===== src/sqps_pkg.sv =====
// ============================================================================
// sqps_pkg - shared types and constants for the stack/queue pass sorter
// controller states, controller commands and datapath status
// ============================================================================
`timescale 1ns / 1ps
`default_nettype none

package sqps_pkg;

  localparam int unsigned DEPTH_DEF     = 32;
  localparam int unsigned KEY_WIDTH_DEF = 32;
  localparam int unsigned KEY_IO_W      = 32;
  localparam int unsigned PASS_W        = 8;
  localparam int unsigned IN_DATA_W     = 32;
  localparam int unsigned OUT_DATA_W    = 48;

  // another pass may start only while the count is below this value
  localparam logic [PASS_W-1:0] PASS_AGAIN_MAX = 8'd254;

  typedef enum logic [3:0] {
    ST_LOAD,
    ST_INIT,
    ST_RD_HEAD,
    ST_RD_NEXT,
    ST_MOVE,
    ST_WAIT_NEXT,
    ST_WAIT_TOP,
    ST_DRAIN,
    ST_DRAIN_WAIT,
    ST_PASS_END,
    ST_EMIT_RD,
    ST_EMIT_CAP,
    ST_EMIT_WAIT
  } sqps_state_t;

  typedef struct packed {
    logic load;       // take input items
    logic init;       // start of a pass
    logic cap_head;   // capture first head
    logic cap_next;   // capture item after the head
    logic move;       // one move of the pass
    logic cap_top;    // capture new stack top
    logic drain;      // pop leftover stack into output list
    logic pass_end;   // swap banks, count pass
    logic emit_cap;   // load output register
    logic emit_wait;  // hold output until taken
  } sqps_cmd_t;

  typedef struct packed {
    logic load_last;   // item marked last accepted
    logic q_done;      // queue empty
    logic pop;         // move pops the stack
    logic lone;        // single item left in queue
    logic next_more;   // an item exists after the new head
    logic stack_multi; // stack holds two or more
    logic s_empty;     // stack empty
    logic again;       // another pass needed
    logic out_hs;      // result item taken
    logic emit_last;   // current result is the final one
  } sqps_stat_t;

endpackage

`default_nettype wire


===== src/sqps_ram.sv =====
// ============================================================================
// sqps_ram - generic single write, single read ram
// one write port, one read port with registered read data
// ============================================================================
`timescale 1ns / 1ps
`default_nettype none

module sqps_ram
  import sqps_pkg::*;
#(
  parameter int unsigned WIDTH = KEY_WIDTH_DEF,
  parameter int unsigned DEPTH = DEPTH_DEF,
  localparam int unsigned AW   = $clog2(DEPTH)
) (
  input  wire logic             clk,
  input  wire logic             we,
  input  wire logic [AW-1:0]    waddr,
  input  wire logic [WIDTH-1:0] wdata,
  input  wire logic [AW-1:0]    raddr,
  output logic      [WIDTH-1:0] rdata
);

  logic [WIDTH-1:0] mem_r [DEPTH];

  always_ff @(posedge clk) begin
    if (we) begin
      mem_r[waddr] <= wdata;
    end
    rdata <= mem_r[raddr];
  end

endmodule

`default_nettype wire


===== src/sqps_ctrl.sv =====
// ============================================================================
// sqps_ctrl - sequencer of the pass sorter
// steps load, pass moves, stack drain and emission from datapath status
// ============================================================================
`timescale 1ns / 1ps
`default_nettype none

module sqps_ctrl
  import sqps_pkg::*;
(
  input  wire logic       clk,
  input  wire logic       rst_n,
  input  wire sqps_stat_t stat_i,
  output sqps_cmd_t       cmd_o
);

  sqps_state_t state_r, state_nxt;

  always_ff @(posedge clk) begin
    if (!rst_n) begin
      state_r <= ST_LOAD;
    end else begin
      state_r <= state_nxt;
    end
  end

  // next state
  always_comb begin
    state_nxt = state_r;
    unique case (state_r)
      ST_LOAD: begin
        if (stat_i.load_last) state_nxt = ST_INIT;
      end
      ST_INIT:      state_nxt = ST_RD_HEAD;
      ST_RD_HEAD:   state_nxt = ST_RD_NEXT;
      ST_RD_NEXT:   state_nxt = ST_MOVE;
      ST_MOVE: begin
        if (stat_i.q_done) begin
          state_nxt = ST_DRAIN;
        end else if (stat_i.pop) begin
          state_nxt = stat_i.stack_multi ? ST_WAIT_TOP : ST_MOVE;
        end else if (stat_i.lone) begin
          state_nxt = ST_DRAIN;
        end else begin
          state_nxt = stat_i.next_more ? ST_WAIT_NEXT : ST_MOVE;
        end
      end
      ST_WAIT_NEXT: state_nxt = ST_MOVE;
      ST_WAIT_TOP:  state_nxt = ST_MOVE;
      ST_DRAIN: begin
        if (stat_i.s_empty) begin
          state_nxt = ST_PASS_END;
        end else if (stat_i.stack_multi) begin
          state_nxt = ST_DRAIN_WAIT;
        end
      end
      ST_DRAIN_WAIT: state_nxt = ST_DRAIN;
      ST_PASS_END:   state_nxt = stat_i.again ? ST_INIT : ST_EMIT_RD;
      ST_EMIT_RD:    state_nxt = ST_EMIT_CAP;
      ST_EMIT_CAP:   state_nxt = ST_EMIT_WAIT;
      ST_EMIT_WAIT: begin
        if (stat_i.out_hs) state_nxt = stat_i.emit_last ? ST_LOAD : ST_EMIT_RD;
      end
      default:       state_nxt = ST_LOAD;
    endcase
  end

  // commands
  always_comb begin
    cmd_o = '0;
    unique case (state_r)
      ST_LOAD:       cmd_o.load      = 1'b1;
      ST_INIT:       cmd_o.init      = 1'b1;
      ST_RD_HEAD:    cmd_o.cap_head  = 1'b1;
      ST_RD_NEXT:    cmd_o.cap_next  = 1'b1;
      ST_MOVE:       cmd_o.move      = 1'b1;
      ST_WAIT_NEXT:  cmd_o.cap_next  = 1'b1;
      ST_WAIT_TOP:   cmd_o.cap_top   = 1'b1;
      ST_DRAIN:      cmd_o.drain     = 1'b1;
      ST_DRAIN_WAIT: cmd_o.cap_top   = 1'b1;
      ST_PASS_END:   cmd_o.pass_end  = 1'b1;
      ST_EMIT_RD:    cmd_o           = '0;
      ST_EMIT_CAP:   cmd_o.emit_cap  = 1'b1;
      ST_EMIT_WAIT:  cmd_o.emit_wait = 1'b1;
      default:       cmd_o           = '0;
    endcase
  end

endmodule

`default_nettype wire


===== src/sqps_dp.sv =====
// ============================================================================
// sqps_dp - datapath of the pass sorter
// list banks, stack ram, pass counters, move decision and result register
// ============================================================================
`timescale 1ns / 1ps
`default_nettype none

module sqps_dp
  import sqps_pkg::*;
#(
  parameter int unsigned DEPTH     = DEPTH_DEF,
  parameter int unsigned KEY_WIDTH = KEY_WIDTH_DEF
) (
  input  wire logic                 clk,
  input  wire logic                 rst_n,
  input  wire sqps_cmd_t            cmd_i,
  output sqps_stat_t                stat_o,
  input  wire logic                 in_tvalid,
  input  wire logic [IN_DATA_W-1:0] in_tdata,
  input  wire logic                 in_tlast,
  input  wire logic                 out_tready,
  output logic                      out_valid_o,
  output logic                      out_last_o,
  output logic [KEY_IO_W-1:0]       out_key_o,
  output logic [PASS_W-1:0]         out_passes_o,
  output logic                      out_ovf_o
);

  localparam int unsigned AW = $clog2(DEPTH);
  localparam int unsigned CW = $clog2(DEPTH + 1);
  localparam int unsigned IW = (KEY_WIDTH < KEY_IO_W) ? KEY_WIDTH : KEY_IO_W;
  localparam int unsigned KW = KEY_WIDTH;

  logic [CW-1:0]        count_r, qh_r, on_r, sd_r, ei_r;
  logic                 ovf_r, bank_r, pushed_r;
  logic [PASS_W-1:0]    passes_r;
  logic signed [KW-1:0] last_r, head_r, next_r, top_r, out_key_r;
  logic                 out_valid_r, out_last_r;

  logic signed [KW-1:0] key_in;
  logic                 in_hs, full, stack_ne, out_ne;
  logic                 pop_c, lone_c, push_c, move_act;
  logic [CW:0]          qh_p1, qh_p2, ei_p1;
  logic [CW:0]          q_rd_idx;
  logic [CW-1:0]        sd_m2;

  logic                 q_we;
  logic [AW:0]          q_waddr, q_raddr;
  logic [KW-1:0]        q_wdata, q_rdata;
  logic                 s_we;
  logic [KW-1:0]        s_rdata;

  assign key_in   = KW'($signed(in_tdata[IW-1:0]));
  assign in_hs    = cmd_i.load & in_tvalid;
  assign full     = (count_r == CW'(DEPTH));
  assign stack_ne = (sd_r != '0);
  assign out_ne   = (on_r != '0);
  assign qh_p1    = {1'b0, qh_r} + (CW+1)'(1);
  assign qh_p2    = {1'b0, qh_r} + (CW+1)'(2);
  assign ei_p1    = {1'b0, ei_r} + (CW+1)'(1);
  assign sd_m2    = sd_r - CW'(2);

  // move decision for the current head, next item and stack top
  assign pop_c    = stack_ne && out_ne &&
                    (((head_r < top_r) && (top_r < last_r)) || (top_r == head_r));
  assign lone_c   = !pop_c && (qh_p1 == {1'b0, count_r});
  assign push_c   = (head_r < next_r);
  assign move_act = cmd_i.move && (qh_r != count_r);

  always_comb begin
    stat_o             = '0;
    stat_o.load_last   = in_hs & in_tlast;
    stat_o.q_done      = (qh_r == count_r);
    stat_o.pop         = pop_c;
    stat_o.lone        = lone_c;
    stat_o.next_more   = (qh_p2 < {1'b0, count_r});
    stat_o.stack_multi = (sd_r >= CW'(2));
    stat_o.s_empty     = !stack_ne;
    stat_o.again       = pushed_r && (passes_r < PASS_AGAIN_MAX);
    stat_o.out_hs      = out_valid_r & out_tready;
    stat_o.emit_last   = (ei_p1 == {1'b0, count_r});
  end

  // list ram port selection: the list lives in bank_r, the output list in the other
  always_comb begin
    q_we    = 1'b0;
    q_waddr = {bank_r, count_r[AW-1:0]};
    q_wdata = key_in;
    if (in_hs && !full) begin
      q_we = 1'b1;
    end else if (move_act && (pop_c || lone_c || !push_c)) begin
      q_we    = 1'b1;
      q_waddr = {~bank_r, on_r[AW-1:0]};
      q_wdata = pop_c ? top_r : head_r;
    end else if (cmd_i.drain && stack_ne) begin
      q_we    = 1'b1;
      q_waddr = {~bank_r, on_r[AW-1:0]};
      q_wdata = top_r;
    end
  end

  always_comb begin
    if (cmd_i.init) begin
      q_rd_idx = '0;
    end else if (cmd_i.cap_head) begin
      q_rd_idx = (CW+1)'(1);
    end else if (cmd_i.move) begin
      q_rd_idx = qh_p2;
    end else begin
      q_rd_idx = {1'b0, ei_r};
    end
  end

  assign q_raddr = {bank_r, q_rd_idx[AW-1:0]};
  assign s_we    = move_act && !pop_c && !lone_c && push_c;

  // each bank spans a full power-of-two address range
  sqps_ram #(
    .WIDTH (KW),
    .DEPTH (2 * (2 ** AW))
  ) u_list_ram (
    .clk   (clk),
    .we    (q_we),
    .waddr (q_waddr),
    .wdata (q_wdata),
    .raddr (q_raddr),
    .rdata (q_rdata)
  );

  sqps_ram #(
    .WIDTH (KW),
    .DEPTH (DEPTH)
  ) u_stack_ram (
    .clk   (clk),
    .we    (s_we),
    .waddr (sd_r[AW-1:0]),
    .wdata (head_r),
    .raddr (sd_m2[AW-1:0]),
    .rdata (s_rdata)
  );

  // control registers
  always_ff @(posedge clk) begin
    if (!rst_n) begin
      count_r     <= '0;
      ovf_r       <= 1'b0;
      bank_r      <= 1'b0;
      qh_r        <= '0;
      on_r        <= '0;
      sd_r        <= '0;
      pushed_r    <= 1'b0;
      passes_r    <= '0;
      ei_r        <= '0;
      out_valid_r <= 1'b0;
    end else begin
      if (in_hs) begin
        if (full) begin
          ovf_r <= 1'b1;
        end else begin
          count_r <= count_r + CW'(1);
        end
      end
      if (cmd_i.init) begin
        qh_r     <= '0;
        on_r     <= '0;
        sd_r     <= '0;
        pushed_r <= 1'b0;
      end
      if (move_act) begin
        if (pop_c) begin
          on_r <= on_r + CW'(1);
          sd_r <= sd_r - CW'(1);
        end else begin
          qh_r <= qh_r + CW'(1);
          if (!lone_c && push_c) begin
            sd_r     <= sd_r + CW'(1);
            pushed_r <= 1'b1;
          end else begin
            on_r <= on_r + CW'(1);
          end
        end
      end
      if (cmd_i.drain && stack_ne) begin
        on_r <= on_r + CW'(1);
        sd_r <= sd_r - CW'(1);
      end
      if (cmd_i.pass_end) begin
        bank_r   <= ~bank_r;
        passes_r <= passes_r + PASS_W'(1);
      end
      if (cmd_i.emit_cap) begin
        out_valid_r <= 1'b1;
      end
      if (cmd_i.emit_wait && out_valid_r && out_tready) begin
        out_valid_r <= 1'b0;
        if (ei_p1 == {1'b0, count_r}) begin
          count_r  <= '0;
          ovf_r    <= 1'b0;
          ei_r     <= '0;
          passes_r <= '0;
        end else begin
          ei_r <= ei_r + CW'(1);
        end
      end
    end
  end

  // key registers
  always_ff @(posedge clk) begin
    if (cmd_i.init) begin
      last_r <= '0;
    end else if (move_act && !lone_c) begin
      last_r <= pop_c ? top_r : head_r;
    end
    if (cmd_i.cap_head) begin
      head_r <= q_rdata;
    end else if (move_act && !pop_c && !lone_c) begin
      head_r <= next_r;
    end
    if (cmd_i.cap_next) begin
      next_r <= q_rdata;
    end
    if (cmd_i.cap_top) begin
      top_r <= s_rdata;
    end else if (s_we) begin
      top_r <= head_r;
    end
    if (cmd_i.emit_cap) begin
      out_key_r  <= q_rdata;
      out_last_r <= (ei_p1 == {1'b0, count_r});
    end
  end

  assign out_valid_o  = out_valid_r;
  assign out_last_o   = out_last_r;
  assign out_key_o    = KEY_IO_W'(out_key_r);
  assign out_passes_o = passes_r;
  assign out_ovf_o    = ovf_r;

`ifndef NO_ASSERTIONS
  // every key that left the queue sits in the output list or on the stack
  a_conserve: assert property (@(posedge clk) disable iff (!rst_n)
    ({1'b0, on_r} + {1'b0, sd_r}) == {1'b0, qh_r})
    else $error("queue, stack and output counts disagree");

  a_stack_cap: assert property (@(posedge clk) disable iff (!rst_n)
    sd_r <= CW'(DEPTH))
    else $error("stack depth beyond capacity");

  a_no_load_emit: assert property (@(posedge clk) disable iff (!rst_n)
    out_valid_r |-> !cmd_i.load)
    else $error("input taken while a result is pending");

  a_pass_run: assert property (@(posedge clk) disable iff (!rst_n)
    out_valid_r |-> (passes_r != '0))
    else $error("result shown before any pass ran");

  a_emit_src: assert property (@(posedge clk) disable iff (!rst_n)
    $rose(out_valid_r) |-> $past(cmd_i.emit_cap))
    else $error("result raised outside emission");
`endif

endmodule

`default_nettype wire


===== src/stack_queue_pass_sorter.sv =====
// ============================================================================
// stack_queue_pass_sorter - sorter moving a list through a stack in passes
// loads signed keys, runs passes until one pushes nothing or the pass limit is hit, emits the list
// ============================================================================
//
//  channel | dir | handshake         | payload
//  --------+-----+-------------------+----------------------------------------
//  in_     | in  | in_tvalid/tready  | tdata: key[31:0]; tlast: last
//  out_    | out | out_tvalid/tready | tdata: key_res, passes, overflow;
//          |     |                   | tlast: final_res
//
//  loading takes one cycle per key; a key beyond DEPTH is dropped and flagged
//  after the last key the input stalls while passes run; pass speed is limited
//  by the single read port of the list ram and the stack ram read latency
//  emission reads, captures and holds each result until it is taken, and only
//  then reads the next one, so any output stall holds emission
//  reset: synchronous, active low, clears all counters; no memory clearing
//
`timescale 1ns / 1ps
`default_nettype none

module stack_queue_pass_sorter
  import sqps_pkg::*;
#(
  parameter int unsigned DEPTH     = DEPTH_DEF,     // keys held per list
  parameter int unsigned KEY_WIDTH = KEY_WIDTH_DEF  // stored key width
) (
  input  wire logic                  clk,
  input  wire logic                  rst_n,
  // input keys
  input  wire logic                  in_tvalid,
  output logic                       in_tready,
  input  wire logic [IN_DATA_W-1:0]  in_tdata,   // [31:0] key
  input  wire logic                  in_tlast,   // last key of the list
  // sorted results
  output logic                       out_tvalid,
  input  wire logic                  out_tready,
  output logic [OUT_DATA_W-1:0]      out_tdata,  // [31:0] key_res, [39:32] passes,
                                                 // [40] overflow, rest zero
  output logic                       out_tlast   // final_res
);

  sqps_cmd_t            cmd;
  sqps_stat_t           stat;
  logic                 res_valid, res_last, res_ovf;
  logic [KEY_IO_W-1:0]  res_key;
  logic [PASS_W-1:0]    res_passes;

  // sequencer
  sqps_ctrl u_ctrl (
    .clk    (clk),
    .rst_n  (rst_n),
    .stat_i (stat),
    .cmd_o  (cmd)
  );

  // list banks, stack and result register
  sqps_dp #(
    .DEPTH     (DEPTH),
    .KEY_WIDTH (KEY_WIDTH)
  ) u_dp (
    .clk          (clk),
    .rst_n        (rst_n),
    .cmd_i        (cmd),
    .stat_o       (stat),
    .in_tvalid    (in_tvalid),
    .in_tdata     (in_tdata),
    .in_tlast     (in_tlast),
    .out_tready   (out_tready),
    .out_valid_o  (res_valid),
    .out_last_o   (res_last),
    .out_key_o    (res_key),
    .out_passes_o (res_passes),
    .out_ovf_o    (res_ovf)
  );

  // keys are taken only while loading
  assign in_tready  = cmd.load;

  // result packing, lowest field first, padded to whole bytes
  assign out_tvalid = res_valid;
  assign out_tlast  = res_last;
  assign out_tdata  = {(OUT_DATA_W - KEY_IO_W - PASS_W - 1)'(0), res_ovf, res_passes, res_key};

endmodule

`default_nettype wire

===== config.mk =====
export PLATFORM = sky130hd
export DESIGN_NAME = stack_queue_pass_sorter
export DESIGN_NICKNAME = d
export VERILOG_FILES = /design/src/sqps_pkg.sv /design/src/sqps_ram.sv /design/src/sqps_ctrl.sv /design/src/sqps_dp.sv /design/src/stack_queue_pass_sorter.sv
export SDC_FILE = /design/constraint.sdc
export NUM_CORES = 2
export LEC_CHECK = 0
export ABC_CLOCK_PERIOD_IN_PS = 9100
export BUFFER_PORTS_ARGS = -buffer_cell sky130_fd_sc_hd__buf_2
export CAP_MARGIN = 15
export CORE_MARGIN = 2
export CORE_UTILIZATION = 36
export DETAILED_ROUTE_END_ITERATION = 6
export HOLD_SLACK_MARGIN = 0.15
export PLACE_DENSITY_LB_ADDON = 0.05
export SLEW_MARGIN = 5
export SYNTH_ARGS = -nofsm -noshare
export SYNTH_HDL_FRONTEND = slang
export SYNTH_HIERARCHICAL = 1
export SYNTH_SLANG_ARGS = --single-unit

===== constraint.sdc =====
create_clock -name clk -period 9.1 [get_ports clk]
set_clock_uncertainty 0.15 [all_clocks]
set_input_delay 0.455 -clock clk [delete_from_list [all_inputs] [get_ports clk]]
set_output_delay 0.455 -clock clk [all_outputs]
set_load 0.005 [all_outputs]

# Yosys cells after proc, flatten, opt, wreduce, memory -nomap -nowiden

Memory sizes are Yosys's and may differ from the RTL's. A register that Yosys moved wholly into a read port is not among the register bits.
Index checks and enable logic that the tools add are counted.

Memory bits (writable): 3,072
Word-level logic and storage cells: 167
Output and inout port bits: 51
Register bits: 207
Memories kept: 2

Memories:

| memory                 | depth | bits a word | rd ports | clocked after Yosys merged registers in | wr ports | line           | RTL |
|---|---|---|---|---|---|---|---|
| u_dp.u_list_ram.mem_r  | 64    | 32          | 1        | 1                                       | 1        | sqps_ram.sv:23 | `logic [WIDTH-1:0] mem_r [DEPTH];` |
| u_dp.u_stack_ram.mem_r | 32    | 32          | 1        | 1                                       | 1        | sqps_ram.sv:23 |  |

Bitwise gates (word level): 5
Mux-type cells: 72
Eq/ne operators: 21
Reduce and logical (&&, ||, !) cells: 33
$lt $le $gt $ge: 6
Add/sub/neg operators: 11

Operator list:

| kind                                                                  | count |
|---|---|
| 32-bit 2-to-1 mux                                                     | 8 |
| 6-bit 2-to-1 mux                                                      | 21 |
| 32-bit < comparator                                                   | 3 |
| 4-bit one-hot mux with 11 select lines                                | 1 |
| 4-bit 2-to-1 mux                                                      | 9 |
| 32-bit equality test                                                  | 1 |
| 6-bit by 1-bit adder with 6-bit output, second input constant         | 5 |
| 1-bit 2-to-1 mux                                                      | 26 |
| 8-bit 2-to-1 mux                                                      | 3 |
| 4-bit equality test, second input constant                            | 5 |
| 4-bit by 3-bit equality test with 1-bit output, second input constant | 4 |
| 1-bit logical AND                                                     | 16 |
| 5-bit 2-to-1 mux                                                      | 3 |
| 6-bit by 1-bit adder with 7-bit output, second input constant         | 2 |
| 7-bit by 6-bit equality test with 1-bit output                        | 2 |
| 6-bit nonzero test                                                    | 2 |
| 8-bit by 1-bit adder with 8-bit output, second input constant         | 1 |
| 4-bit by 2-bit equality test with 1-bit output, second input constant | 2 |
| 8-bit < comparator, second input constant                             | 1 |
| 6-bit by 2-bit adder with 7-bit output, second input constant         | 1 |
| 7-bit by 6-bit < comparator with 1-bit output                         | 1 |
| 6-bit equality test                                                   | 1 |
| 6-bit equality test, second input constant                            | 1 |
| 6-bit by 2-bit >= comparator with 1-bit output, second input constant | 1 |
| other kinds (16)                                                      | 28 |

# Logic depth before layout (Yosys ltp)

Word-level depth: 13
Mapped depth: 18
Gate-level depth less buffers: 15

# Hierarchy

Netlist, hierarchy kept.

Modules (own cells, without submodules):

| module                      | cells each | times used | sequential area each (um^2) | area each (um^2) |
|---|---|---|---|---|
| sqps_ram (u_dp.u_list_ram)  | 3,324      | 1          | 62,139.6                    | 78,515.3 |
| sqps_ram (u_dp.u_stack_ram) | 2,260      | 1          | 31,390.1                    | 40,485.1 |
| sqps_dp                     | 1,243      | 1          | 5,355.1                     | 12,106.6 |
| sqps_ctrl                   | 67         | 1          | 80.1                        | 481.7 |
| stack_queue_pass_sorter     | 9          | 1          | 0.0                         | 63.8 |

# Worst setup path after synthesis

Ideal clock, no wire load.

Path type: register -> register
Start point: register u_dp.head_r[14]
End point: memory u_dp/u_list_ram/mem_r[49][0] (netlist bit), enable pin
Arrival: 5,890 ps
Clock period less this slack: 6,501 ps
Stages on the path, launching flop included: 15
Slack: 2,599 ps
Required time: 8,489 ps
Path buffers: 2
Cells stage by stage: edfxtp_1 > ha_1 > a21oi_2 > nand2_1 > a221o_1 > o31ai_2 > a41oi_2 > o21a_2 > a311o_4 > buf_6 > mux2_2 > clkbuf_1 > nor2b_1 > nand4_1 > nor3_1

RTL lines:

| what                   | line           | RTL |
|---|---|---|
| start, declared        | sqps_dp.sv:37  | `logic signed [KW-1:0] last_r, head_r, next_r, top_r, out_key_r;` |
| start signal, assigned | sqps_dp.sv:216 | `head_r <= q_rdata;` |
| start signal, assigned | sqps_dp.sv:218 | `head_r <= next_r;` |
| 32-bit < comparator    | sqps_dp.sv:65  | `(((head_r < top_r) && (top_r < last_r)) \|\| (top_r == head_r));` |
| 1-bit logical AND      | sqps_dp.sv:65  |  |
| 1-bit logical OR       | sqps_dp.sv:65  |  |
| 1-bit logical AND      | sqps_dp.sv:64  | `assign pop_c = stack_ne && out_ne &&` |
| 1-bit zero test        | sqps_dp.sv:66  | `assign lone_c = !pop_c && (qh_p1 == {1'b0, count_r});` |
| 1-bit logical AND      | sqps_dp.sv:66  |  |
| 1-bit logical OR       | sqps_dp.sv:91  | `end else if (move_act && (pop_c \|\| lone_c \|\| !push_c)) begin` |
| 1-bit logical OR (*)   | sqps_dp.sv:91  |  |
| 1-bit logical AND (*)  | sqps_dp.sv:91  |  |
| 6-bit 2-to-1 mux (*)   | sqps_dp.sv:91  |  |
| 6-bit 2-to-1 mux (*)   | sqps_dp.sv:89  | `if (in_hs && !full) begin` |
| via u_dp.q_waddr[3]    | sqps_dp.sv:48  | `logic [AW:0] q_waddr, q_raddr;` |
| end, declared          | sqps_ram.sv:23 |  |

The timed path passes the listed nets; every way through them passes the cells marked *.

# Worst setup path in the final report

Start point: register u_dp.head_r[25]
End point: memory u_dp/u_list_ram/mem_r[39][11] (netlist bit), enable pin

Same word-level chain as after synthesis.

==> impl_metrics.env <==
export IMPL_drc=0
export IMPL_synthTopCellsByArea="edfxtp_1, mux4_2, mux2i_1"
export IMPL_root_buffer="clkbuf_16"
export IMPL_numCtsBuffers=372
export IMPL_grt_overflow_total=0
export IMPL_p_sw_frac=0.215
export IMPL_path_max_fanout=21
export IMPL_max_freq_ghz=0.142
export IMPL_worst_ep_required_time_ns=9.56
export IMPL_clk_pin_slew_ns=0.06
export IMPL_placed_cells=11700
export IMPL_synth_ff_type="edfxtp_1"
export IMPL_avgSynthCellArea_um2=19.1
export IMPL_maxCapViolations=0
export IMPL_drive_gt1_frac=0.217
export IMPL_p_leak_nw=46.0
export IMPL_rsz0062_at_grt="false"
export IMPL_worst_path_buf_inv=1
export IMPL_r2r_end="u_dp/u_list_ram/mem_r[39][11]"
export IMPL_clock_sinks=3343
export IMPL_min_path_cells=4
export IMPL_fin_ws_ns=2.04
export IMPL_grt_antenna_before_repair=16
export IMPL_h_tree_depth=5
export IMPL_synth_edf_count=3201
export IMPL_tightest_slew_ns=1.23
export IMPL_nets=7397
export IMPL_initial_core_util=0.361
export IMPL_postSynthCellCount=6903
export IMPL_internal_power_mw=26.0
export IMPL_status="complete, no violations"
export IMPL_nFillCells=32300
export IMPL_core_region_area_um2=365000
export IMPL_crit_family="compound AO/OA/AOI/OAI gates"
export IMPL_pwr_density_cell_nw_per_um2=218
export IMPL_synth_async_reset_ratio=0
export IMPL_clk_latency_ns=0.94
export IMPL_dr_first_iter_drc_count=5439
export IMPL_grt_pass1_wl_mm=547
export IMPL_grt_pass1_vias=68100
export IMPL_chipHeight_um=609
export IMPL_start_kind="flop"
export IMPL_rr_startpoint="u_dp/head_r[25]"
export IMPL_fin_crit_sh=0.776
export IMPL_io_buffer_count=80
export IMPL_die_width_um=609
export IMPL_rr_worst_depth=12
export IMPL_ys_warn_count=6
export IMPL_cp_slowest_cell="o21ai_0"
export IMPL_area_growth_pct=15.2
export IMPL_clockBufferDepth=4
export IMPL_rows=222
export IMPL_cp_common_cell="o21ai_0"
export IMPL_ys_types=89
export IMPL_finalCriticalPeriod_ns=7.06
export IMPL_ys_seq_area_frac=0.752
export IMPL_setup_violations=0
export IMPL_dpl_worst_slack_ns=1.52
export IMPL_ys_seq_elements=3343
export IMPL_critPathMaxStageDelay_ns=0.85
export IMPL_dr_pass1_iters=5
export IMPL_finalHoldViolCount=0
export IMPL_place_hpwl_mm=242
export IMPL_cp_cell_sequence="ha_1, a21oi_1, o21ai_0, a221oi_1, o211ai_1, o21ai_0, and2_1, a311o_4, mux2_2, or3b_2, nor2_4, buf_4"
export IMPL_drv_slew=0
export IMPL_ir_drop_mv=0.151
export IMPL_comb_power_share=0.033
export IMPL_synth_area_um2=132000
export IMPL_gp_congestion=0.822
export IMPL_power_frac_clock=0.452
export IMPL_hold_class="input pin to flop"
export IMPL_finalWirelength_mm=391
export IMPL_viasPerCell=5.37
export IMPL_synth_top_area_frac=0.730
export IMPL_endpoint_kind="flop"
export IMPL_holdPathEnd="u_dp/u_list_ram/mem_r[52][27]"
export IMPL_critical_path_arrival_ns=7.52
export IMPL_hp_start="in_tdata[27]"
export IMPL_die_area_um2=371000
export IMPL_grt_max_degree=110
export IMPL_grt_usage=0.208
export IMPL_path_class="flop to flop"
export IMPL_p_seq_frac=0.515
export IMPL_tns_ns=0
export IMPL_worst_path_stages=12
export IMPL_cts_tree="built"
export IMPL_fin_cells=12400
export IMPL_yosysTopAreaCell="edfxtp_1"
export IMPL_avgRoutedWirePerCell_um=31.5
export IMPL_dr_total_vias=66500
export IMPL_slew_headroom=0.180
export IMPL_r2r_slack_ns=2.04
export IMPL_num_io_pins=88
export IMPL_netSwitchingPower_mw=7.11
export IMPL_final_antenna_net_count=0
worst register-to-register path: cells and delay by family, from the launching register on:
family / cells / cell delay (ns)
compound gates: 6 / 2.61
fa+ha+maj: 1 / 0.34
buf+inv: 1 / 0.39
flops: 1 / 0.70
mux: 1 / 0.55
simple gates: 3 / 2.03
repair_timing:
action | 4_1_cts | 5_1_grt
hold buffers | 4 | 0
resized for setup | 0 | 0
setup buffers | 0 | 0
endpoints found under the hold margin | 32 | 0
per-stage QoR:
stage                     hold WS [ns]  utilization  power (mW)  cell area (um^2)
after global routing             0.290        0.416        34.1            152000
final                            0.255        0.416        33.1            152000
after floorplan                  0.270            -        17.9            132000
after global placement           0.326        0.382        18.5            139000
after detailed placement         0.323        0.382        18.5            139000
after CTS                        0.233        0.415        33.5            152000
flip-flops by register name, indices dropped and copies added (netlist names), 8 cells and up:
register                count
u_dp/u_stack_ram/rdata     32
u_dp/top_r                 32
u_dp/out_passes_o           8
u_dp/last_r                32
u_dp/u_stack_ram/mem_r   1024
u_dp/u_list_ram/mem_r    2048
u_dp/out_key_o             32
u_dp/u_list_ram/rdata      32
u_dp/next_r                32
u_dp/head_r                32
logic make-up (layout without fill, tap and decap cells):
kind of cell               after synthesis  in the layout  synth area share
AOI/OAI and AO/OA                      760            760            0.0398
xor gates and xnor gates                40             40           0.00266
adders and majority gates              115            115            0.0109
buffers and inverters                  515           1161            0.0192
DFF                                   3343           3343             0.752
muxes                                 1195           1195             0.143
other                                    1             20         0.0000285
and+or+nand+nor                        934            934            0.0327
placed cells by master, fill, tap and decap left out, types with 130 or more instances in the layout:
cell	count
edfxtp_1	3201
nand3_1	130
dfxtp_1	141
clkbuf_16	379
nand2_1	291
mux4_2	544
nor2_1	167
a21oi_1	208
buf_4	227
mux2i_1	613
final cells by class:
| class | count | area [um^2] | share of cell area |
|---|---|---|---|
| sequential | 3343 | 99000 | 0.652 |
| multi-input combinational | 3051 | 31100 | 0.205 |
| clock buffer | 467 | 9950 | 0.0656 |
| tap | 4816 | 6030 | 0.0397 |
| timing repair buffer | 354 | 3030 | 0.0200 |
| clock inverter | 217 | 2100 | 0.0138 |
| inverter | 123 | 462 | 0.00304 |
| antenna | 13 | 32.5 | 0.000214 |
per-layer routing:
metal	routed length (um)	vias up	track usage
met5	0	-	0
met3	14400	469	0.0239
li1	-	28700	-
met4	12500	0	0.0634
met2	200000	1389	0.365
met1	163000	35900	0.270
power by group through the flow:
| stage | Sequential (mW) | Clock (mW) | Combinational (mW) |
|---|---|---|---|
| 2_1_floorplan | 17.3 | 0 | 0.554 |
| 6_report | 17.0 | 14.9 | 1.10 |
| 4_1_cts | 17.0 | 15.3 | 1.13 |
| 3_5_place_dp | 17.4 | 0 | 1.12 |
| 3_3_place_gp | 17.4 | 0 | 1.12 |
| 5_1_grt | 17.0 | 15.9 | 1.17 |
Yosys cell counts, types with 30 or more instances:
| library cell | n |
|---|---|
| edfxtp_1 | 3201 |
| mux2i_1 | 613 |
| mux4_2 | 544 |
| nand2_1 | 293 |
| nor2_1 | 265 |
| a21oi_1 | 209 |
| clkbuf_1 | 160 |
| dfxtp_1 | 142 |
| nand3_1 | 130 |
| inv_1 | 123 |
| ha_1 | 115 |
| a22oi_1 | 108 |
| buf_2 | 103 |
| o22ai_1 | 85 |
| buf_4 | 71 |
| o21ai_0 | 67 |
| a22o_1 | 64 |
| nor3_1 | 55 |
| a311oi_1 | 41 |
| a31oi_1 | 41 |
| mux2_2 | 38 |
| a221o_1 | 34 |
| and2_0 | 30 |
how the worst max path moves through the flow:
stage | startpoint | end | slack, ns
5_1_grt | u_dp/head_r[25] | u_dp/u_list_ram/mem_r[40][27] | 1.61
2_1_floorplan | u_dp/head_r[14] | u_dp/u_list_ram/mem_r[49][0] | 2.60
6_report | u_dp/head_r[25] | u_dp/u_list_ram/mem_r[39][11] | 2.04
3_3_place_gp | u_dp/head_r[28] | u_dp/u_list_ram/mem_r[41][2] | 1.71
4_1_cts | u_dp/head_r[28] | u_dp/u_list_ram/mem_r[41][18] | 1.51
3_5_place_dp | u_dp/head_r[28] | u_dp/u_list_ram/mem_r[41][9] | 1.52
(Power assumes the default switching activity.)
